## src/design/gle_pkg.sv

```systemverilog
// Package for the GIF LZW encoder: payload structs, controller commands and status,
// and the fixed codes shared by the controller and datapath.
// No dependencies.
package gle_pkg;

    localparam int GLE_EPOCH_W = 4;

    localparam logic [1:0] ACT_PIXEL     = 2'd0;
    localparam logic [1:0] ACT_PIXEL_END = 2'd1;
    localparam logic [1:0] ACT_END       = 2'd2;
    localparam logic [1:0] ACT_NONE      = 2'd3;

    localparam logic [1:0] CSEL_CLEAR  = 2'd0;
    localparam logic [1:0] CSEL_EOI    = 2'd1;
    localparam logic [1:0] CSEL_PREFIX = 2'd2;
    localparam logic [1:0] CSEL_TAIL   = 2'd3;

    localparam logic [1:0] OSEL_MCS  = 2'd0;
    localparam logic [1:0] OSEL_LEN  = 2'd1;
    localparam logic [1:0] OSEL_BUF  = 2'd2;
    localparam logic [1:0] OSEL_ZERO = 2'd3;

    typedef struct packed {
        logic [1:0] action;
        logic [7:0] symbol;
    } gle_in_t;

    typedef struct packed {
        logic [63:0] out_bytes;
        logic [3:0]  byte_count;
        logic        last;
        logic        frame_done;
    } gle_out_t;

    typedef struct packed {
        logic       latch_in;
        logic       frame_init;
        logic       frame_open;
        logic       frame_end;
        logic       set_prefix_sym;
        logic       set_prefix_hit;
        logic       ec_load;
        logic [1:0] code_sel;
        logic       ec_shift;
        logic       ec_store;
        logic       out_put;
        logic [1:0] out_sel;
        logic       fl_first;
        logic       buf_rd;
        logic       rd_next;
        logic       fill_clear;
        logic       lk_start;
        logic       lk_next;
        logic       insert;
        logic       tbl_clear;
        logic       sweep_wr;
        logic       fin;
        logic       fin_done;
    } gle_cmd_t;

    typedef struct packed {
        logic       in_frame;
        logic [1:0] action;
        logic       cnt_ge8;
        logic       fill_last;
        logic       fill_zero;
        logic       rd_last;
        logic       lk_hit;
        logic       lk_empty;
        logic       tbl_full;
        logic       epoch_wrap;
        logic       sweep_last;
    } gle_sts_t;

    typedef struct packed {
        logic byte_ready;
        logic fin_ready;
    } gle_pk_sts_t;

endpackage

```

## src/design/gle_ctrl.sv

```systemverilog
// Controller of the GIF LZW encoder: sequences frame start, table lookup and insert,
// code emission, sub-block flushes, frame close and the table clearing pass.
// Depends on gle_pkg.
module gle_ctrl (
    input  logic                 clk,
    input  logic                 rst_n,
    input  logic                 sym_valid,
    output logic                 sym_ready,
    input  gle_pkg::gle_sts_t    sts,
    input  gle_pkg::gle_pk_sts_t pk_sts,
    output gle_pkg::gle_cmd_t    cmd
);
    import gle_pkg::*;

    localparam logic [4:0] S_SWEEP     = 5'd0;
    localparam logic [4:0] S_IDLE      = 5'd1;
    localparam logic [4:0] S_DISPATCH  = 5'd2;
    localparam logic [4:0] S_FS_INIT   = 5'd3;
    localparam logic [4:0] S_FS_SIZE   = 5'd4;
    localparam logic [4:0] S_FS_CLR    = 5'd5;
    localparam logic [4:0] S_FS_SYM    = 5'd6;
    localparam logic [4:0] S_EMIT_PFX  = 5'd7;
    localparam logic [4:0] S_LK_CMP    = 5'd8;
    localparam logic [4:0] S_MISS      = 5'd9;
    localparam logic [4:0] S_CLR_TBL   = 5'd10;
    localparam logic [4:0] S_AFTER_SYM = 5'd11;
    localparam logic [4:0] S_CL_EOI    = 5'd12;
    localparam logic [4:0] S_CL_TAIL   = 5'd13;
    localparam logic [4:0] S_CL_FLUSH  = 5'd14;
    localparam logic [4:0] S_CL_TERM   = 5'd15;
    localparam logic [4:0] S_FIN       = 5'd16;
    localparam logic [4:0] S_EC_BYTE   = 5'd17;
    localparam logic [4:0] S_FL_LEN    = 5'd18;
    localparam logic [4:0] S_FL_RD     = 5'd19;
    localparam logic [4:0] S_FL_WR     = 5'd20;

    logic [4:0] state_reg, state_next;
    logic [4:0] ec_ret_reg, ec_ret_next;
    logic [4:0] fl_ret_reg, fl_ret_next;
    logic [4:0] sw_ret_reg, sw_ret_next;
    logic       done_reg, done_next;

    always_comb
    begin
        cmd         = '0;
        state_next  = state_reg;
        ec_ret_next = ec_ret_reg;
        fl_ret_next = fl_ret_reg;
        sw_ret_next = sw_ret_reg;
        done_next   = done_reg;
        case (state_reg)
            S_SWEEP:
            begin
                cmd.sweep_wr = 1'b1;
                if (sts.sweep_last)
                begin
                    state_next = sw_ret_reg;
                end
            end
            S_IDLE:
            begin
                if (sym_valid)
                begin
                    cmd.latch_in = 1'b1;
                    state_next   = S_DISPATCH;
                end
            end
            S_DISPATCH:
            begin
                if (sts.action == ACT_NONE)
                begin
                    state_next = S_IDLE;
                end
                else if (!sts.in_frame)
                begin
                    state_next = S_FS_INIT;
                end
                else if (sts.action == ACT_END)
                begin
                    state_next = S_EMIT_PFX;
                end
                else
                begin
                    cmd.lk_start = 1'b1;
                    state_next   = S_LK_CMP;
                end
            end
            S_FS_INIT:
            begin
                cmd.frame_init = 1'b1;
                if (sts.epoch_wrap)
                begin
                    sw_ret_next = S_FS_SIZE;
                    state_next  = S_SWEEP;
                end
                else
                begin
                    state_next = S_FS_SIZE;
                end
            end
            S_FS_SIZE:
            begin
                if (pk_sts.byte_ready)
                begin
                    cmd.out_put = 1'b1;
                    cmd.out_sel = OSEL_MCS;
                    state_next  = S_FS_CLR;
                end
            end
            S_FS_CLR:
            begin
                cmd.ec_load  = 1'b1;
                cmd.code_sel = CSEL_CLEAR;
                ec_ret_next  = S_FS_SYM;
                state_next   = S_EC_BYTE;
            end
            S_FS_SYM:
            begin
                if (sts.action == ACT_END)
                begin
                    state_next = S_CL_EOI;
                end
                else
                begin
                    cmd.set_prefix_sym = 1'b1;
                    cmd.frame_open     = 1'b1;
                    state_next = (sts.action == ACT_PIXEL_END) ? S_EMIT_PFX : S_FIN;
                end
            end
            S_EMIT_PFX:
            begin
                cmd.ec_load  = 1'b1;
                cmd.code_sel = CSEL_PREFIX;
                ec_ret_next  = S_CL_EOI;
                state_next   = S_EC_BYTE;
            end
            S_LK_CMP:
            begin
                if (sts.lk_hit)
                begin
                    cmd.set_prefix_hit = 1'b1;
                    state_next = (sts.action == ACT_PIXEL_END) ? S_EMIT_PFX : S_FIN;
                end
                else if (sts.lk_empty)
                begin
                    cmd.ec_load  = 1'b1;
                    cmd.code_sel = CSEL_PREFIX;
                    ec_ret_next  = S_MISS;
                    state_next   = S_EC_BYTE;
                end
                else
                begin
                    cmd.lk_next = 1'b1;
                end
            end
            S_MISS:
            begin
                if (!sts.tbl_full)
                begin
                    cmd.insert         = 1'b1;
                    cmd.set_prefix_sym = 1'b1;
                    state_next         = S_AFTER_SYM;
                end
                else
                begin
                    cmd.ec_load  = 1'b1;
                    cmd.code_sel = CSEL_CLEAR;
                    ec_ret_next  = S_CLR_TBL;
                    state_next   = S_EC_BYTE;
                end
            end
            S_CLR_TBL:
            begin
                cmd.tbl_clear      = 1'b1;
                cmd.set_prefix_sym = 1'b1;
                if (sts.epoch_wrap)
                begin
                    sw_ret_next = S_AFTER_SYM;
                    state_next  = S_SWEEP;
                end
                else
                begin
                    state_next = S_AFTER_SYM;
                end
            end
            S_AFTER_SYM:
            begin
                state_next = (sts.action == ACT_PIXEL_END) ? S_EMIT_PFX : S_FIN;
            end
            S_CL_EOI:
            begin
                cmd.ec_load  = 1'b1;
                cmd.code_sel = CSEL_EOI;
                ec_ret_next  = S_CL_TAIL;
                state_next   = S_EC_BYTE;
            end
            S_CL_TAIL:
            begin
                cmd.ec_load  = 1'b1;
                cmd.code_sel = CSEL_TAIL;
                ec_ret_next  = S_CL_FLUSH;
                state_next   = S_EC_BYTE;
            end
            S_CL_FLUSH:
            begin
                fl_ret_next = S_CL_TERM;
                state_next  = S_FL_LEN;
            end
            S_CL_TERM:
            begin
                if (pk_sts.byte_ready)
                begin
                    cmd.out_put   = 1'b1;
                    cmd.out_sel   = OSEL_ZERO;
                    cmd.frame_end = 1'b1;
                    done_next     = 1'b1;
                    state_next    = S_FIN;
                end
            end
            S_FIN:
            begin
                if (pk_sts.fin_ready)
                begin
                    cmd.fin      = 1'b1;
                    cmd.fin_done = done_reg;
                    done_next    = 1'b0;
                    state_next   = S_IDLE;
                end
            end
            S_EC_BYTE:
            begin
                if (sts.cnt_ge8)
                begin
                    cmd.ec_shift = 1'b1;
                    if (sts.fill_last)
                    begin
                        fl_ret_next = S_EC_BYTE;
                        state_next  = S_FL_LEN;
                    end
                end
                else
                begin
                    cmd.ec_store = 1'b1;
                    state_next   = ec_ret_reg;
                end
            end
            S_FL_LEN:
            begin
                if (sts.fill_zero)
                begin
                    state_next = fl_ret_reg;
                end
                else if (pk_sts.byte_ready)
                begin
                    cmd.out_put  = 1'b1;
                    cmd.out_sel  = OSEL_LEN;
                    cmd.fl_first = 1'b1;
                    state_next   = S_FL_RD;
                end
            end
            S_FL_RD:
            begin
                cmd.buf_rd = 1'b1;
                state_next = S_FL_WR;
            end
            S_FL_WR:
            begin
                if (pk_sts.byte_ready)
                begin
                    cmd.out_put = 1'b1;
                    cmd.out_sel = OSEL_BUF;
                    if (sts.rd_last)
                    begin
                        cmd.fill_clear = 1'b1;
                        state_next     = fl_ret_reg;
                    end
                    else
                    begin
                        cmd.rd_next = 1'b1;
                        state_next  = S_FL_RD;
                    end
                end
            end
            default:
            begin
                state_next = S_IDLE;
            end
        endcase
    end

    always_ff @(posedge clk or negedge rst_n)
    begin
        if (!rst_n)
        begin
            state_reg  <= S_SWEEP;
            ec_ret_reg <= S_IDLE;
            fl_ret_reg <= S_IDLE;
            sw_ret_reg <= S_IDLE;
            done_reg   <= 1'b0;
        end
        else
        begin
            state_reg  <= state_next;
            ec_ret_reg <= ec_ret_next;
            fl_ret_reg <= fl_ret_next;
            sw_ret_reg <= sw_ret_next;
            done_reg   <= done_next;
        end
    end

    assign sym_ready = state_reg == S_IDLE;

    // The packer must have room for every byte and every end of item it is handed.
    a_byte_room: assert property (@(posedge clk) disable iff (!rst_n)
        cmd.out_put |-> pk_sts.byte_ready)
        else $error("byte pushed while packer full");

    a_fin_room: assert property (@(posedge clk) disable iff (!rst_n)
        cmd.fin |-> pk_sts.fin_ready)
        else $error("item closed while output register busy");

    // An accepted beat is always dispatched in the following cycle.
    a_dispatch: assert property (@(posedge clk) disable iff (!rst_n)
        (sym_valid && sym_ready) |=> (state_reg == S_DISPATCH))
        else $error("accepted beat not dispatched");

    // A frame-done result is only flagged after the terminator byte was sent.
    a_done_term: assert property (@(posedge clk) disable iff (!rst_n)
        (cmd.fin && cmd.fin_done) |-> $past(state_reg == S_CL_TERM || state_reg == S_FIN))
        else $error("frame done without terminator");

endmodule

```

## config.mk

```make
export PLATFORM = sky130hd
export DESIGN_NAME = gle_ctrl
export DESIGN_NICKNAME = d
export VERILOG_FILES = /design/src/design/gle_pkg.sv /design/src/design/gle_ctrl.sv
export SDC_FILE = /design/constraint.sdc
export NUM_CORES = 1
export LEC_CHECK = 0
export BUFFER_PORTS_ARGS = -buffer_cell sky130_fd_sc_hd__clkbuf_2
export CORE_ASPECT_RATIO = 1.75
export CORE_MARGIN = 4
export CORE_UTILIZATION = 35
export CTS_CLUSTER_SIZE = 14
export DETAILED_ROUTE_END_ITERATION = 10
export GPL_TIMING_DRIVEN = 0
export PLACE_DENSITY_LB_ADDON = 0.15
export SYNTH_ARGS = -nofsm -noshare
export SYNTH_HDL_FRONTEND = slang
export SYNTH_SLANG_ARGS = --single-unit
```

## constraint.sdc

```tcl
create_clock -name clk -period 5.7 [get_ports clk]
set_clock_uncertainty 0.1 [all_clocks]
set_input_delay 1.425 -clock clk [delete_from_list [all_inputs] [get_ports clk]]
set_output_delay 1.425 -clock clk [all_outputs]
set_load 0.005 [all_outputs]
```

**After elaboration in Yosys (flattened, before gate mapping)**

Cells that the tools add are included.
Widths: inputs -> output; s select.

- Mux-type cells: 76
- Reduce and logical (&&, ||, !) cells: 11
- Multiply operators: 0
- Shift-type cells: 0
- $lt $le $gt $ge: 0
- Divide/modulo/power cells: 0
- Bitwise logic cells: 0
- Eq/ne operators: 39
- Add/sub/neg operators: 0

Operator list:

| operator | count |
|---|---|
| $mux 5 | 25 |
| $pmux 5 s18 | 1 |
| $eq 5x4->1 const B | 8 |
| $pmux 5 s6 | 1 |
| $mux 1 | 27 |
| $ne 2x2->1 const B | 13 |
| $eq 5x5->1 const B | 5 |
| $mux 3 | 7 |
| $eq 5x3->1 const B | 4 |
| $pmux 5 s2 | 2 |
| $pmux 3 s6 | 1 |
| $mux 4 | 4 |
| $pmux 3 s4 | 1 |
| $eq 5x2->1 const B | 2 |
| $mux 2 | 5 |
| $ne 3x3->1 const B | 3 |
| $reduce_and 3->1 | 3 |
| $reduce_and 9->1 | 1 |
| $reduce_bool 2->1 | 3 |
| $reduce_bool 6->1 | 1 |
| $eq 5x1->1 const B | 1 |
| $logic_not 5->1 | 1 |
| $eq 2x2->1 const B | 2 |
| $reduce_and 4->1 | 1 |
| other kinds (4) | 4 |

- Latch bits: 0
- Register bits after elaboration: 21
- Memories: 0
- Word-level logic and storage cells: 131
- Output and inout port bits: 26
- Bits in writable memories: 0
- ROM bits: 0

**Depth between registers and ports, before layout**

- Depth after elaboration: 5
- Mapped depth: 8

**Least setup slack after synthesis**

No wires, ideal clock.

- Path kind: input -> output
- Start: input port pk_sts[1] (netlist bit)
- End: output port cmd[11] (netlist bit)
- Arrival time: 2.135 ns
- Setup slack: 2.040 ns
- Stages on the path: 3
- Cell sequence: inv_1 -> or4_1 -> o21ai_0

RTL lines:

| item | RTL line | text |
|---|---|---|
| start: declaration | gle_ctrl.sv:10 | `input gle_pkg::gle_pk_sts_t pk_sts,` |
| end: declaration | gle_ctrl.sv:11 | `output gle_pkg::gle_cmd_t cmd` |

==> run metrics <==
status completed; Crit Path Max Fanout 10; Yosys top cell area share 19.71%; CTS tree built; Fillers 504; syn avg cell area 7.570 sq um; grt total ovfl 0; post-synthesis sequential area ratio 22.90%; pin count of the biggest net entering global routing 16; starting density of the core 36.80%; CP startpoint kind register; Vert. Die Dim 98.84 um; fmax 242.1 MHz; most frequent cell after synthesis nor2_1; Net Sw Frac 53.45%; Post CTS Setup Buffer Count 0; hold path startpoint ec_ret_reg[0]; worst path required time 4.18 ns; vias in the first global route 1990; CTS sink cnt 15; Routed WL 6760 um; n_diodes 0; largest family of logic cells by synthesized area simple AND/OR/NAND/NOR gates; Yosys warnings 0; Crit. Startpoint state_reg[3]; Synth Area in Compound Gates 23.35%; Worst Setup Path Type register to output port; max FFs per register 5; CTS clk-pin slew, worst paths 0.07 ns; EDFF count, synth 0; XOR/XNOR share of the synthesized area 1.592%; slew margin rel. 48.05%; multi-input logic area 0.001124 sq mm; Adder-Cell Fraction of Synth Area 3.033%; core area 0.004484 sq mm; Tmin final 4.130 ns; routed vias/inst 6.241; Synth Flop Type dfrtp_1; Worst-Margin Slew 0.7776 ns; Peak VDD IR 250.5 uV; post-synthesis simple-gate area fraction 33.21%; syn nets 239; internal power 0.4465 mW; WL/cell 21.46 um; combinational power share 72.5%; RePlAce Congestion 0.9581; Pre-antenna DRT Iters 5; DRC Markers 0; Max Slew Vio Count 0; HPWL after DPL 5169 um; clock latency on the worst-skew pair 0.27 ns; Iteration-0 DRC Markers 145; CTS buffer count 3; CTS Root Cell clkbuf_8; global router's overall resource usage 23.81%; leak pwr 0.9557 nW; H-tree depth 1; synth-to-layout area growth 19.41%; clk buf depth 2; largest area contributor in the netlist dfrtp_1; mux contribution to synthesized area 6.899%; # Max-Cap Violations 0; Final Hold Viols 0; Tcrit/Tclk final 72.45%; row count 32; final setup vio count 0; antenna violations before repair 0; clock share of power 10.2%; Synth area leaders dfrtp_1, nor3_1, o21ai_0; setup TNS 0 ns; via count 1966; Post-Synthesis Cell Area 0.001650 sq mm; num ports 43; top cell types by occurrence after synthesis nor2_1, inv_1; RSZ-0062 raised after global routing no; Hold Crit Class register to register; die area 0.005921 sq mm; Reg power frac 17.2%; Synth Register Bits 15; PortBufs 42; global-route wire length before repair 10510 um; Detail Route Antenna Nets 0; Netlist cell types 58; PwrDens 486.7 mW/mm^2; R2R Path Start state_reg[3]; post-cts resize count 0; WHS 0.4064 ns; Post-CTS Hold Buffers 0; area occupied by registers 377.9 sq um; width of the chip 59.91 um; asr flop ratio synth 100.0%; Mapped Cells 218; Arrival @ worst endpoint 2.60 ns; share of post-route cells with drive strength above 1 27.27%; Worst setup EP type output port; # nets final 286; NetSw 0.5126 mW
-- logic make-up after synthesis --
logic type	after synthesis
AO/OA/AOI/OAI	57
AND/OR/NAND/NOR	96
flip-flops	15
XOR/XNOR	3
buffers and inverters	33
adder cells (fa/ha/maj)	4
multiplexers	10
-- per-layer routing --
layer	global-route usage [%]	up-vias	part of all wire (%)
met3	3.801	29	7.0
li1	-	899	-
met5	0	-	0
met1	26.22	932	37
met4	15.36	0	5.0
met2	40.25	106	51
-- worst paths after layout --
path                                  to  slack (ns)  cells past startpoint
setup / recovery                 cmd[11]        1.57                      7
hold / removal             ec_ret_reg[0]        0.41                      2
min in group asynchronous   state_reg[2]        0.99                      1
max in group asynchronous  ec_ret_reg[0]        4.17                      1
hold reg to reg            ec_ret_reg[0]        0.41                      2
setup reg to reg            state_reg[3]        3.14                      8
-- power by group through the flow --
stage	clock, mW	combinational, mW	sequential (mW)
2_1_floorplan	0	0.469	0.160
3_3_place_gp	0	0.680	0.166
3_5_place_dp	0	0.677	0.166
4_1_cts	0.0974	0.681	0.164
5_1_grt	0.102	0.749	0.170
6_report	0.0981	0.696	0.165
-- layout by cell type (no fill, tap or decap), types with 6 or more instances in the layout --
cell type and count:
a21oi_1 12, nor2_1 17, o21ai_0 13, nand3_1 7, nand2b_1 6, and3_1 9, clkbuf_1 7, nor3_1 13
buf_2 8, inv_1 14, clkbuf_2 42, nand2_1 13, dfrtp_1 13
-- critical path, stage by stage (launching register included) --
cell and delay (ns):
dfrtp_1 0.32, buf_2 0.21, buf_2 0.27, buf_1 0.50, nand2_1 0.21, or4_1 0.57, o21ai_0 0.10, clkbuf_2 0.13
-- layout make-up --
class                   instances  area share [%]
clock inverters                 1          0.2540
well taps                      51           3.238
repair buffers                 42           10.67
plain buffers                  19           4.889
clock buffers                   3           2.095
multi-input cells             170           57.02
inverters                      14           2.667
flip-flops and latches         15           19.17
-- metrics by stage --
step | setup slack [ns] | util [%] | power [mW] | std cells | area, sq um
2_1_floorplan | 2.040 | - | 0.6294 | 218 | 1650
3_3_place_gp | 1.649 | 42.91 | 0.8466 | 311 | 1924
3_5_place_dp | 1.623 | 42.91 | 0.8434 | 311 | 1924
4_1_cts | 1.621 | 43.95 | 0.9427 | 315 | 1971
5_1_grt | 1.482 | 43.95 | 1.021 | 315 | 1971
6_report | 1.570 | 43.95 | 0.9592 | 315 | 1971
Note: power is estimated with default switching activity, not from simulation.
