File: src/design/gle_pkg.sv
// Package for the GIF LZW encoder: payload structs, controller commands and status,
// and the fixed codes shared by the controller and datapath.
// No dependencies.
package gle_pkg;

    localparam int GLE_EPOCH_W = 4;

    localparam logic [1:0] ACT_PIXEL     = 2'd0;
    localparam logic [1:0] ACT_PIXEL_END = 2'd1;
    localparam logic [1:0] ACT_END       = 2'd2;
    localparam logic [1:0] ACT_NONE      = 2'd3;

    localparam logic [1:0] CSEL_CLEAR  = 2'd0;
    localparam logic [1:0] CSEL_EOI    = 2'd1;
    localparam logic [1:0] CSEL_PREFIX = 2'd2;
    localparam logic [1:0] CSEL_TAIL   = 2'd3;

    localparam logic [1:0] OSEL_MCS  = 2'd0;
    localparam logic [1:0] OSEL_LEN  = 2'd1;
    localparam logic [1:0] OSEL_BUF  = 2'd2;
    localparam logic [1:0] OSEL_ZERO = 2'd3;

    typedef struct packed {
        logic [1:0] action;
        logic [7:0] symbol;
    } gle_in_t;

    typedef struct packed {
        logic [63:0] out_bytes;
        logic [3:0]  byte_count;
        logic        last;
        logic        frame_done;
    } gle_out_t;

    typedef struct packed {
        logic       latch_in;
        logic       frame_init;
        logic       frame_open;
        logic       frame_end;
        logic       set_prefix_sym;
        logic       set_prefix_hit;
        logic       ec_load;
        logic [1:0] code_sel;
        logic       ec_shift;
        logic       ec_store;
        logic       out_put;
        logic [1:0] out_sel;
        logic       fl_first;
        logic       buf_rd;
        logic       rd_next;
        logic       fill_clear;
        logic       lk_start;
        logic       lk_next;
        logic       insert;
        logic       tbl_clear;
        logic       sweep_wr;
        logic       fin;
        logic       fin_done;
    } gle_cmd_t;

    typedef struct packed {
        logic       in_frame;
        logic [1:0] action;
        logic       cnt_ge8;
        logic       fill_last;
        logic       fill_zero;
        logic       rd_last;
        logic       lk_hit;
        logic       lk_empty;
        logic       tbl_full;
        logic       epoch_wrap;
        logic       sweep_last;
    } gle_sts_t;

    typedef struct packed {
        logic byte_ready;
        logic fin_ready;
    } gle_pk_sts_t;

endpackage

File: src/design/gle_pack.sv
// Output packer of the GIF LZW encoder: gathers the byte stream of one item into
// result beats of up to OUT_LANES bytes behind an output register.
// Depends on gle_pkg.
module gle_pack #(
    parameter int OUT_LANES = 8
) (
    input  logic                 clk,
    input  logic                 rst_n,
    input  logic                 byte_valid,
    input  logic [7:0]           byte_data,
    input  gle_pkg::gle_cmd_t    cmd,
    output gle_pkg::gle_pk_sts_t pk_sts,
    output logic                 res_valid,
    input  logic                 res_ready,
    output gle_pkg::gle_out_t    res_data
);
    import gle_pkg::*;

    logic [63:0] buf_reg;
    logic [3:0]  cnt_reg;
    logic        res_valid_reg;
    gle_out_t    res_data_reg;
    logic        full;

    assign full              = cnt_reg == 4'(OUT_LANES);
    assign pk_sts.byte_ready = !full || !res_valid_reg;
    assign pk_sts.fin_ready  = (cnt_reg == 4'd0) || !res_valid_reg;

    always_ff @(posedge clk)
    begin
        if (byte_valid)
        begin
            if (full || cnt_reg == 4'd0)
            begin
                buf_reg <= 64'(byte_data);
            end
            else
            begin
                buf_reg[8*cnt_reg[2:0] +: 8] <= byte_data;
            end
        end
        if (byte_valid && full)
        begin
            res_data_reg <= '{out_bytes: buf_reg, byte_count: cnt_reg,
                              last: 1'b0, frame_done: 1'b0};
        end
        else if (cmd.fin && cnt_reg != 4'd0)
        begin
            res_data_reg <= '{out_bytes: buf_reg, byte_count: cnt_reg,
                              last: 1'b1, frame_done: cmd.fin_done};
        end
    end

    always_ff @(posedge clk or negedge rst_n)
    begin
        if (!rst_n)
        begin
            cnt_reg       <= '0;
            res_valid_reg <= 1'b0;
        end
        else
        begin
            if (res_valid_reg && res_ready)
            begin
                res_valid_reg <= 1'b0;
            end
            if (byte_valid)
            begin
                if (full)
                begin
                    res_valid_reg <= 1'b1;
                    cnt_reg       <= 4'd1;
                end
                else
                begin
                    cnt_reg <= cnt_reg + 4'd1;
                end
            end
            else if (cmd.fin && cnt_reg != 4'd0)
            begin
                res_valid_reg <= 1'b1;
                cnt_reg       <= 4'd0;
            end
        end
    end

    assign res_valid = res_valid_reg;
    assign res_data  = res_data_reg;

endmodule

File: config.mk
export PLATFORM = sky130hd
export DESIGN_NAME = gle_pack
export DESIGN_NICKNAME = d
export VERILOG_FILES = /design/src/design/gle_pkg.sv /design/src/design/gle_pack.sv
export SDC_FILE = /design/constraint.sdc
export NUM_CORES = 1
export LEC_CHECK = 0
export ABC_AREA = 1
export BUFFER_PORTS_ARGS = -buffer_cell sky130_fd_sc_hd__buf_2
export CAP_MARGIN = 20
export CORE_ASPECT_RATIO = 0.8
export CORE_MARGIN = 3
export CORE_UTILIZATION = 45
export DETAILED_ROUTE_END_ITERATION = 8
export PLACE_DENSITY = 0.69
export SETUP_SLACK_MARGIN = 0.15
export SLEW_MARGIN = 20
export SYNTH_ARGS = -nofsm -noshare
export SYNTH_HDL_FRONTEND = slang
export SYNTH_SLANG_ARGS = --single-unit
File: constraint.sdc
create_clock -name clk -period 2.9 [get_ports clk]
set_input_delay 0.29 -clock clk [delete_from_list [all_inputs] [get_ports clk]]
set_output_delay 0.29 -clock clk [all_outputs]
set_load 0.02 [all_outputs]
; Word-level counts from Yosys, hierarchy flattened
; Index checks and enable logic that the tools add are counted.
[word_totals]
reg_bits = 139
latchBits = 0
ramBits = 0
mem_bits_ro = 0
in_bits = 37
out_inout_bits = 73
wordCells = 36
n_memories = 0
[classes]
n_addsub = 2
multipliers = 0
div = 0
n_lt_le_gt_ge = 0
n_eq_ne = 1
n_shift = 2
n_mux = 11
n_bitwise = 0
n_reduce_logical = 12
[ops]
columns = operator, count
row1 = $mux 70, 2
row2 = $bwmux 64, 1
row3 = $shift 8x34->64 const A, 1
row4 = $shiftx 8x34->64, 1
row5 = $neg 6->34, 1
row6 = $mux 4, 3
row7 = $mux 8, 1
row8 = $add 4x1->4 const B, 1
row9 = $eq 4x4->1 const B, 1
row10 = $logic_not 4->1, 1
row11 = $mux 1, 4
row12 = $reduce_bool 2->1, 2
row13 = $reduce_bool 4->1, 1
row14 = $logic_and 1x1->1, 3
row15 = $logic_or 1x1->1, 3
row16 = $logic_not 1->1, 2

; Logic depth before layout (Yosys ltp)
; Gate-level depths: netlist of the first run.
[logic_depth]
depth_word = 4
mapped_depth = 12
depth_no_buf = 9

; Least setup slack after synthesis of the first run
; No wires, ideal clock.
[synth_path]
path_type = reg2reg
from = register cnt_reg[0]
to = register res_data_reg (netlist bit res_data[29]), data pin
setup_time_ns = 0.253
t_arrival_ns = 2.447
t_required_ns = 2.647
setup_slack_ns = 0.200
path_stages_with_launch = 11
n_path_buf = 3
synth_period_minus_slack_ns = 2.700
cell_sequence = dfrtp_1 -> buf_2 -> inv_2 -> ha_1 -> nand3_2 -> nand2_4 -> nand2_2 -> inv_2 -> buf_6 -> buf_12 -> nor2_4
[synth_via]
elab_chain_len = 3
[synth_rtl]
columns = element, line_no
row1 = "start, declared", gle_pack.sv:20  ; logic [3:0] cnt_reg;
row2 = "start signal, assigned", gle_pack.sv:76  ; cnt_reg <= cnt_reg + 4'd1;
row3 = $eq 4x4->1, gle_pack.sv:25  ; assign full = cnt_reg == 4'(OUT_LANES);
row4 = $logic_and 1x1->1, gle_pack.sv:42  ; if (byte_valid && full)
row5 = $mux 70, gle_pack.sv:42
row6 = "end signal, assigned", gle_pack.sv:44  ; res_data_reg <= '{out_bytes: buf_reg, byte_count: cnt_reg,
row7 = "end signal, assigned", gle_pack.sv:49  ; res_data_reg <= '{out_bytes: buf_reg, byte_count: cnt_reg,
row8 = "end, declared", gle_pack.sv:22  ; gle_out_t res_data_reg;
; No other way between the ends.
; A chain may end at the register's enable or synchronous reset.

; Final worst setup path of the first run
[layout_path]
from = register cnt_reg[1]
to = register buf_reg[18], data pin
[layout_via]
elab_chain_len = 3
elab_cells_between_ends = 7
classes_between = 1 x add/sub / 1 x eq/ne / 2 x shift / 1 x mux / 2 x reduce/logical
[layout_rtl]
columns = element, line_no
row1 = $neg 6->34, gle_pack.sv:39  ; buf_reg[8*cnt_reg[2:0] +: 8] <= byte_data;
row2 = $shiftx 8x34->64 or $shift 8x34->64 (tied branches), gle_pack.sv:39
row3 = $bwmux 64, gle_pack.sv:39
row4 = "end signal, assigned", gle_pack.sv:35  ; buf_reg <= 64'(byte_data);
row5 = "end signal, assigned by index", gle_pack.sv:39
row6 = "end, declared", gle_pack.sv:19  ; logic [63:0] buf_reg;
; Parallel ways exist; a longest one is shown, timed or not.

==> results of run 1 <==
final cells by class:
class	instances	area share [%]
flip-flops and latches	139	53.6
clock buffers	18	5.57
clock inverters	14	2.31
inverters	97	4.73
well taps	180	2.92
multi-input cells	401	23.7
repair buffers	102	7.18
metal layers:
metal  track usage, %  vias up  routed length (µm)  part of all wire [%]
met1             25.6     2137                6450                    47
met5                0        -                   0                     0
met3             5.45       22                 911                   6.6
li1                 -     2317                   -                     -
met4             6.07        0                 270                   2.0
met2             26.5      157                6100                    44
report_power, final:
group / switching, µW / internal (µW)
Sequential: 218 / 3150
Combinational: 2320 / 939
Clock: 794 / 1420
how the worst max path moves through the flow:
stage / start / end / slack, ns / depth (start not counted)
after floorplan: cnt_reg[0] / res_data[29] / 0.20 / 10
final: cnt_reg[1] / buf_reg[18] / 0.40 / 8
after CTS: cnt_reg[1] / buf_reg[38] / 0.27 / 8
after global routing: cnt_reg[1] / buf_reg[22] / 0.18 / 8
after detailed placement: cnt_reg[1] / buf_reg[38] / 0.33 / 8
after global placement: cnt_reg[1] / buf_reg[36] / 0.47 / 8
cells in the final DEF, fill, tap and decap left out, types with 2 or more instances in the layout:
cell type   synthesis  layout
ha_1                7       7
nor2_1            163     163
clkinv_2            0       6
clkinvlp_4          0       2
clkbuf_16           0      17
nand2_1           119     118
inv_1              92      92
edfxtp_1          132     132
dfrtp_1             5       5
nand4_1             5       5
nand3_1            41      40
nand2_2             2       3
inv_2               4       4
bufinv_16           0       4
nand2_4             2       2
buf_2              18      86
dfxtp_1             2       2
nor2_2              3       3
nor3_1              8       8
buf_4               0      15
a21oi_1            30      29
o21ai_0             4       4
clkinv_1            1       2
nor2_4             10      10
nand3_2             2       3
logic make-up (layout without fill, tap and decap cells):
group	Yosys count	count (layout)	share of synthesized area, %
adders and majority gates	7	7	1.35
xor gates and xnor gates	1	1	0.135
buffers and inverters	126	231	8.35
DFF	139	139	63.7
and+or+nand+nor	358	358	23.8
AOI/OAI and AO/OA	35	35	2.74
metrics by stage:
step	cells	hold slack, ns	instance area, µm²
2_1_floorplan	666	-0.00559	6490
3_3_place_gp	918	0.109	7080
3_5_place_dp	918	0.111	7080
4_1_cts	951	0.120	7700
5_1_grt	951	0.141	7700
6_report	951	0.130	7700
worst max-delay path: stages, from the launching register on:
cell and delay, ns:
dfrtp_1 0.48, inv_1 0.14, ha_1 0.31, ha_1 0.51
nand2_1 0.09, inv_1 0.14, nand2_1 0.29, a21oi_1 0.23
nor2_1 0.06
what timing repair did:
action,CTS,global route
hold endpoints to repair,5,0
hold buffers,1,0
setup endpoints to repair,0,11
resized for setup,0,2
==> results.json, run 1 <==
{
  "p_leak_uw": 0.00359,
  "setup_violations": 0,
  "fin_util_pct": 55.7,
  "regToRegSetupSlack_ns": 0.40,
  "first_pass_iters": 5,
  "grt_pass1_vias": 4401,
  "hpwl_mm": 9.34,
  "die_area_um2": 15900,
  "root_buffer": "clkbuf_16",
  "min_path_type": "input port to flip-flop",
  "drc": 0,
  "synth_area_um2": 6490,
  "setup_slack_ns": 0.396,
  "clock_skew_ns": 0.00834,
  "yosysSeqAreaShare_pct": 63.7,
  "antenna_found_initial": 0,
  "preCtsSetupSlack_ns": 0.329,
  "cts.sinks": 139,
  "end_kind": "flip-flop",
  "rsz0062_at_grt": "no",
  "yosysTopAreaCell": "edfxtp_1",
  "num_vias": 4633,
  "core_area_um2": 13800,
  "synthTopCellsByArea": "edfxtp_1 (61%), nor2_1 (9.4%), nand2_1 (6.9%)",
  "r2r.worst_path.cells": 8,
  "cts_tree": "done",
  "cts_buffer_depth": 2,
  "synthCells": 666,
  "diodes": 0,
  "routed_wirelength_mm": 13.7,
  "holdPathEnd": "res_valid",
  "ys_top_cells_by_count": "nor2_1 (163), edfxtp_1 (132), nand2_1 (119)",
  "r2r-start": "cnt_reg[1]",
  "largest_reg_flops": 70,
  "vdd_drop_max_mv": 0.753,
  "status": "finished clean",
  "fin_crit_sh_pct": 86.3,
  "drive_gt1_share_pct": 20.4,
  "io_pins": 110,
  "cts.clk_slew.worst_paths_ns": 0.06,
  "final.setup.tns_ns": 0,
  "cp.required_ns": 3.08,
  "wl_per_cell_um": 14.4,
  "power_uw": 8850,
  "start_util_pct": 46.9,
  "finalHoldViolCount": 0,
  "critPathKind": "flip-flop to flip-flop",
  "slew_headroom_pct": 51.0,
  "cts_made_buffers": 17,
  "worst_pin_slew_ns": 0.735,
  "synth_edf_count": 132,
  "drv_cap": 0,
  "yosysUniqueCellTypes": 29,
  "final_antenna_net_count": 0,
  "synth_fp_nets": 710,
  "fp.dieW_um": 140,
  "via_per_inst": 4.87,
  "hold_depth": 4,
  "area_growth_pct": 18.8,
  "pwr_density_cell_nw_per_um2": 1150,
  "grt_first_pass_wirelength_mm": 22.4,
  "multiInputGateArea_um2": 1830,
  "die_h_um": 113,
  "gp_congestion": 0.921,
  "timing.fmax_mhz": 399,
  "clock_latency_ns": 0.42,
  "yosysWarnings": 0,
  "fillers": 1234,
  "nets": 802,
  "async_flop_share_pct": 3.60,
  "crit_arrival_ns": 2.68,
  "drt_iter0_drc": 492,
  "register_area_um2": 4130,
  "cp-start-kind": "flip-flop",
  "num_rows": 38,
  "cts_setup_buffers": 0,
  "io_buffers": 86,
  "grt_max_degree": 43,
  "synth.most_common_cell": "nor2_1",
  "ys_seq_elements": 139,
  "netlist.area_leader.share_pct": 61.1,
  "post-route-min-period_ns": 2.50,
  "critPathMaxFanout": 12,
  "grt.total_usage_pct": 18.0,
  "synth-main-ff-cell": "edfxtp_1",
  "grt_overflow": 0,
  "min_from": "res_ready",
  "htreeDepth": 4,
  "drv_slew": 0,
  "reg2reg_to": "buf_reg[18]",
  "synth.avg_cell_area_um2": 9.74
}
No activity file was read; power rests on OpenSTA's default activity.
==> run 2, diff against run 1 <==
Settings changed: ABC_CLOCK_PERIOD_IN_PS set to 2900, CORE_MARGIN 3 to not set.
==> run 2 against run 1 <==
Against the previous run: first-iteration DRC count decreased by 24%; die area down 6.3%; highest routed layer unchanged; sequential power about the same; register-to-register slack better by 0.02 ns; sequential share of layout area shrank 0.31 points.
==> results.json, run 2 (same netlist as run 1, synthesis figures left out) <==
{
  "status": "finished clean",
  "final_antenna_net_count": 0,
  "min_path_type": "input port to flip-flop",
  "via_per_inst": 4.90,
  "pwr_density_cell_nw_per_um2": 1160,
  "cts_made_buffers": 17,
  "core_area_um2": 13800,
  "rsz0062_at_grt": "no",
  "slew_headroom_pct": 49.1,
  "antenna_found_initial": 0,
  "num_vias": 4654,
  "r2r-start": "cnt_reg[1]",
  "cts_buffer_depth": 2,
  "drive_gt1_share_pct": 19.9,
  "wl_per_cell_um": 13.9,
  "reg2reg_to": "buf_reg[18]",
  "cp-start-kind": "flip-flop",
  "timing.fmax_mhz": 403,
  "p_leak_uw": 0.00360,
  "clock_latency_ns": 0.43,
  "dpl-instance-area_um2": 7080,
  "crit_buf_inv": 2,
  "worst_pin_slew_ns": 0.764,
  "hpwl_mm": 8.90,
  "num_rows": 38,
  "vdd_drop_max_mv": 0.601,
  "grt_overflow": 0,
  "root_buffer": "clkbuf_16",
  "cts.clk_slew.worst_paths_ns": 0.06,
  "hold_depth": 4,
  "htreeDepth": 4,
  "fillers": 1218,
  "largest_reg_flops": 70,
  "path_cells": "inv_1, ha_1, ha_1, nand2_1, inv_1, nand2_1, a21oi_1, nor2_1",
  "drv_slew": 0,
  "fin_crit_sh_pct": 85.6,
  "cp_top_family": "adder cells",
  "post-route-min-period_ns": 2.48,
  "die_area_um2": 14900,
  "r2r.worst_path.cells": 8,
  "fin_area_um2": 7750,
  "nets": 800,
  "cp_slowest_cell": "ha_1",
  "grt_max_degree": 67,
  "critPathKind": "flip-flop to flip-flop",
  "grt.total_usage_pct": 19.2,
  "first_pass_iters": 5,
  "io_pins": 110,
  "cts.sinks": 139,
  "end_kind": "flip-flop",
  "cts_tree": "done",
  "drt_iter0_drc": 375,
  "area_growth_pct": 19.5,
  "grt_first_pass_wirelength_mm": 21.4,
  "drc": 0,
  "grt_pass1_vias": 4422,
  "io_buffers": 86,
  "regToRegSetupSlack_ns": 0.42,
  "critPathMaxFanout": 12,
  "finalHoldViolCount": 0,
  "start_util_pct": 47.0,
  "gp_congestion": 0.870,
  "fp.dieW_um": 136,
  "cp.required_ns": 3.08,
  "holdPathEnd": "res_valid",
  "drv_cap": 0,
  "die_h_um": 109,
  "routed_wirelength_mm": 13.2,
  "final_common_cell": "nor2_1",
  "slowest_delay_ns": 0.49,
  "cts_setup_buffers": 0,
  "min_from": "res_ready",
  "crit_arrival_ns": 2.66,
  "final.setup.tns_ns": 0,
  "clock_skew_ns": 0.0119,
  "setup_violations": 0,
  "most-common-layout-cells": "nor2_1 (163), edfxtp_1 (132), nand2_1 (118)",
  "diodes": 0
}
==> run 2: cell types whose count changed in the layout (fill, tap and decap cells not counted) <==
cell and change:
clkinv_2 -4, buf_4 -3, bufinv_16 +2, clkinv_1 +2, buf_12 +1
==> run 2: where the power goes <==
group | switching [µW] | internal, µW
combinational | 2300 | 941
clock | 806 | 1600
sequential | 224 | 3150
==> run 2: how the worst max path moves through the flow <==
stage                           from      endpoint  slack [ns]  depth (start not counted)
after floorplan           cnt_reg[0]  res_data[29]        0.20                         10
after global placement    cnt_reg[1]   buf_reg[38]        0.50                          8
after detailed placement  cnt_reg[1]   buf_reg[24]        0.37                          8
after CTS                 cnt_reg[1]   buf_reg[37]        0.34                          8
after global routing      cnt_reg[1]   buf_reg[17]        0.19                          8
final                     cnt_reg[1]   buf_reg[18]        0.42                          8
==> run 2: what timing repair did <==
action / CTS / global route
gates resized for setup: 0 / 2
hold buffers: 1 / 0
setup endpoints to repair: 0 / 11
hold endpoints to repair: 5 / 0
==> run 2: area by class of cell <==
cell class                      count  area (µm²)  area share [%]
Clock buffer                       18         429            5.54
Timing Repair Buffer              100         551            7.10
Clock inverter                     14         225            2.91
Tap cell                          180         225            2.91
Multi-Input combinational cell    401        1830            23.6
Inverter                           97         364            4.70
Sequential cell                   139        4130            53.3
==> run 2: tightest hold or removal path, cell delays in order <==
cell	delay, ns
buf_2	0.08
inv_1	0.03
nand2_1	0.04
nand3_1	0.07
==> run 2: routing by layer <==
metal  part of all wire (%)  routed length (µm)  global-route usage, %
met1                     46                6070                   25.2
met2                     46                6040                   29.2
met3                    6.7                 881                   6.32
met4                    1.4                 191                   8.10
met5                      0                   0                      0
==> run 2: through the flow <==
stage / hold WS, ns / instances / setup slack, ns / utilization [%] / power, µW
floorplan: -0.00559 / 666 / 0.200 / - / 5800
global route: 0.124 / 949 / 0.191 / 56.2 / 9600
global placement: 0.109 / 916 / 0.504 / 51.3 / 6520
detailed placement: 0.111 / 916 / 0.373 / 51.3 / 6620
finish: 0.122 / 949 / 0.417 / 56.2 / 9020
CTS: 0.113 / 949 / 0.341 / 56.1 / 9050
==> run 3, diff against run 2 <==
Settings changed: ABC_CLOCK_PERIOD_IN_PS 2900 to 2250, CORE_UTILIZATION 45 to 50, PLACE_DENSITY 0.69 to 0.75.
Clock period 2.9 ns to 2.25 ns, I/O delays scaled along.
==> run 3 against run 2 <==
Against the previous run: first-iteration DRC count increased by 26%; sequential share of layout area increased by 0.19 points; fmax increased by 27%; power increased by 26%; via count increased by 1.8%; combinational power increased by 36%; clock-buffer cell count unchanged; flip-flop and latch count unchanged; final area decreased by 0.36%; critical path depth decreased by 1; non-clock buffer count increased by 4; global-route usage increased by 2.5 points; critical path type unchanged; critical endpoint is now buf_reg[59].
==> results.json, run 3 (same netlist as run 1, synthesis figures left out) <==
{
  "multiInputGateArea_um2": 1870,
  "via_per_inst": 5.02,
  "hpwl_mm": 9.05,
  "grt_first_pass_wirelength_mm": 21.9,
  "gp_congestion": 0.905,
  "antenna_found_initial": 0,
  "final_antenna_net_count": 0,
  "grt_max_degree": 69,
  "diodes": 0,
  "clock_latency_ns": 0.42,
  "die_h_um": 104,
  "fillers": 1050,
  "final.setup.tns_ns": 0,
  "drc": 0,
  "drt_iter0_drc": 474,
  "grt.total_usage_pct": 21.7,
  "power_uw": 11300,
  "wl_per_cell_um": 14.3,
  "io_pins": 110,
  "routed_wirelength_mm": 13.5,
  "area_growth_pct": 19.1,
  "cts_made_buffers": 17,
  "finalHoldViolCount": 0,
  "critPathKind": "flip-flop to flip-flop",
  "setup_violations": 0,
  "nets": 804,
  "cts.sinks": 139,
  "stdcell_count": 943,
  "cp-start-kind": "flip-flop",
  "rsz0062_at_grt": "no",
  "grt_overflow": 0,
  "dp_cells": 911,
  "end_kind": "flip-flop",
  "die_area_um2": 13400,
  "htreeDepth": 4,
  "most-common-layout-cells": "nor2_1 (163), edfxtp_1 (132), nand2_1 (116)",
  "start_util_pct": 52.2,
  "cts_tree": "done",
  "largest_reg_flops": 70,
  "timing.fmax_mhz": 513,
  "fin_crit_sh_pct": 86.7,
  "core_area_um2": 12400,
  "slew_headroom_pct": 49.3,
  "clock_skew_ns": 0.00880,
  "pwr_density_cell_nw_per_um2": 1470,
  "num_rows": 36,
  "cp.required_ns": 2.43,
  "cts.clk_slew.worst_paths_ns": 0.06,
  "fp.dieW_um": 129,
  "cts_buffer_depth": 2,
  "cts_setup_buffers": 0,
  "worst_pin_slew_ns": 0.760,
  "drive_gt1_share_pct": 20.3,
  "root_buffer": "clkbuf_16",
  "min_path_type": "input port to flip-flop",
  "final_common_cell": "nor2_1",
  "post-route-min-period_ns": 1.95,
  "crit_arrival_ns": 2.13,
  "grt_pass1_vias": 4309,
  "first_pass_iters": 5,
  "num_vias": 4736,
  "drv_slew": 0,
  "status": "finished clean",
  "critPathMaxFanout": 20,
  "p_leak_uw": 0.00357,
  "io_buffers": 86,
  "register_area_um2": 4130,
  "vdd_drop_max_mv": 0.840,
  "drv_cap": 0
}
==> run 3: changes by cell type in the layout (fill, tap and decap cells not counted), moves of 2 or more <==
cell / previous run / this run
bufinv_16: 6 / 2
clkinv_1: 4 / 8
buf_4: 12 / 15
ha_1: 7 / 5
ha_4: 0 / 2
inv_1: 92 / 90
nand2_1: 118 / 116
==> run 3: final timing paths <==
kind | from | endpoint | slack, ns | cells past startpoint
min in group asynchronous | rst_n | res_valid | 0.15 | 2
worst max register to register | cnt_reg[1] | buf_reg[59] | 0.30 | 7
max in group asynchronous | rst_n | cnt_reg[1] | 1.97 | 2
worst min register to register | res_data[1] | res_data[1] | 0.46 | 1
worst max-delay path | cnt_reg[1] | buf_reg[59] | 0.30 | 7
worst min-delay path | res_ready | res_valid | 0.07 | 4
==> run 3: cell type report <==
class	count	area share [%]
multi-input combinational	401	24.3
clock buffer	18	5.56
sequential	139	53.5
clock inverter	13	1.41
timing repair buffer	104	7.68
inverter	97	4.86
tap	171	2.77
==> run 3: repair_timing <==
item	CTS	global route
hold buffers	1	0
endpoints found under the hold margin	5	0
gates resized for setup	0	3
endpoints found under the setup margin	0	5
==> run 3: per-layer routing <==
layer  vias up  part of all wire, %  GRT usage [%]
li1       2323                    -              -
met1      2179                   45           30.5
met2       206                   46           32.2
met3        28                  7.0           6.12
met4         0                  2.0           7.48
met5         -                    0              0
==> run 3: per-stage QoR <==
| stage | utilization (%) | cell area (µm²) | hold slack, ns | setup slack, ns |
|---|---|---|---|---|
| final | 62.1 | 7720 | 0.0692 | 0.299 |
| after global routing | 62.1 | 7720 | 0.0934 | 0.167 |
| after CTS | 62.0 | 7710 | 0.0633 | 0.254 |
| after detailed placement | 57.6 | 7170 | 0.0481 | 0.277 |
| after global placement | 57.6 | 7170 | 0.0449 | 0.291 |
| after floorplan | - | 6560 | -0.0706 | 0.151 |
==> run 3: critical path, cell delays in order, from the launching register on <==
cell     delay, ns
dfrtp_1       0.37
buf_4         0.16
nor2_1        0.23
nand2_2       0.30
nand2_1       0.38
nand2_1       0.12
nand2_1       0.08
nor2_1        0.04
==> run 3: power by group <==
part           total [µW]  internal (µW)  switching (µW)
sequential           4340           4060             276
clock                2590           1590            1000
combinational        4400           1350            3050
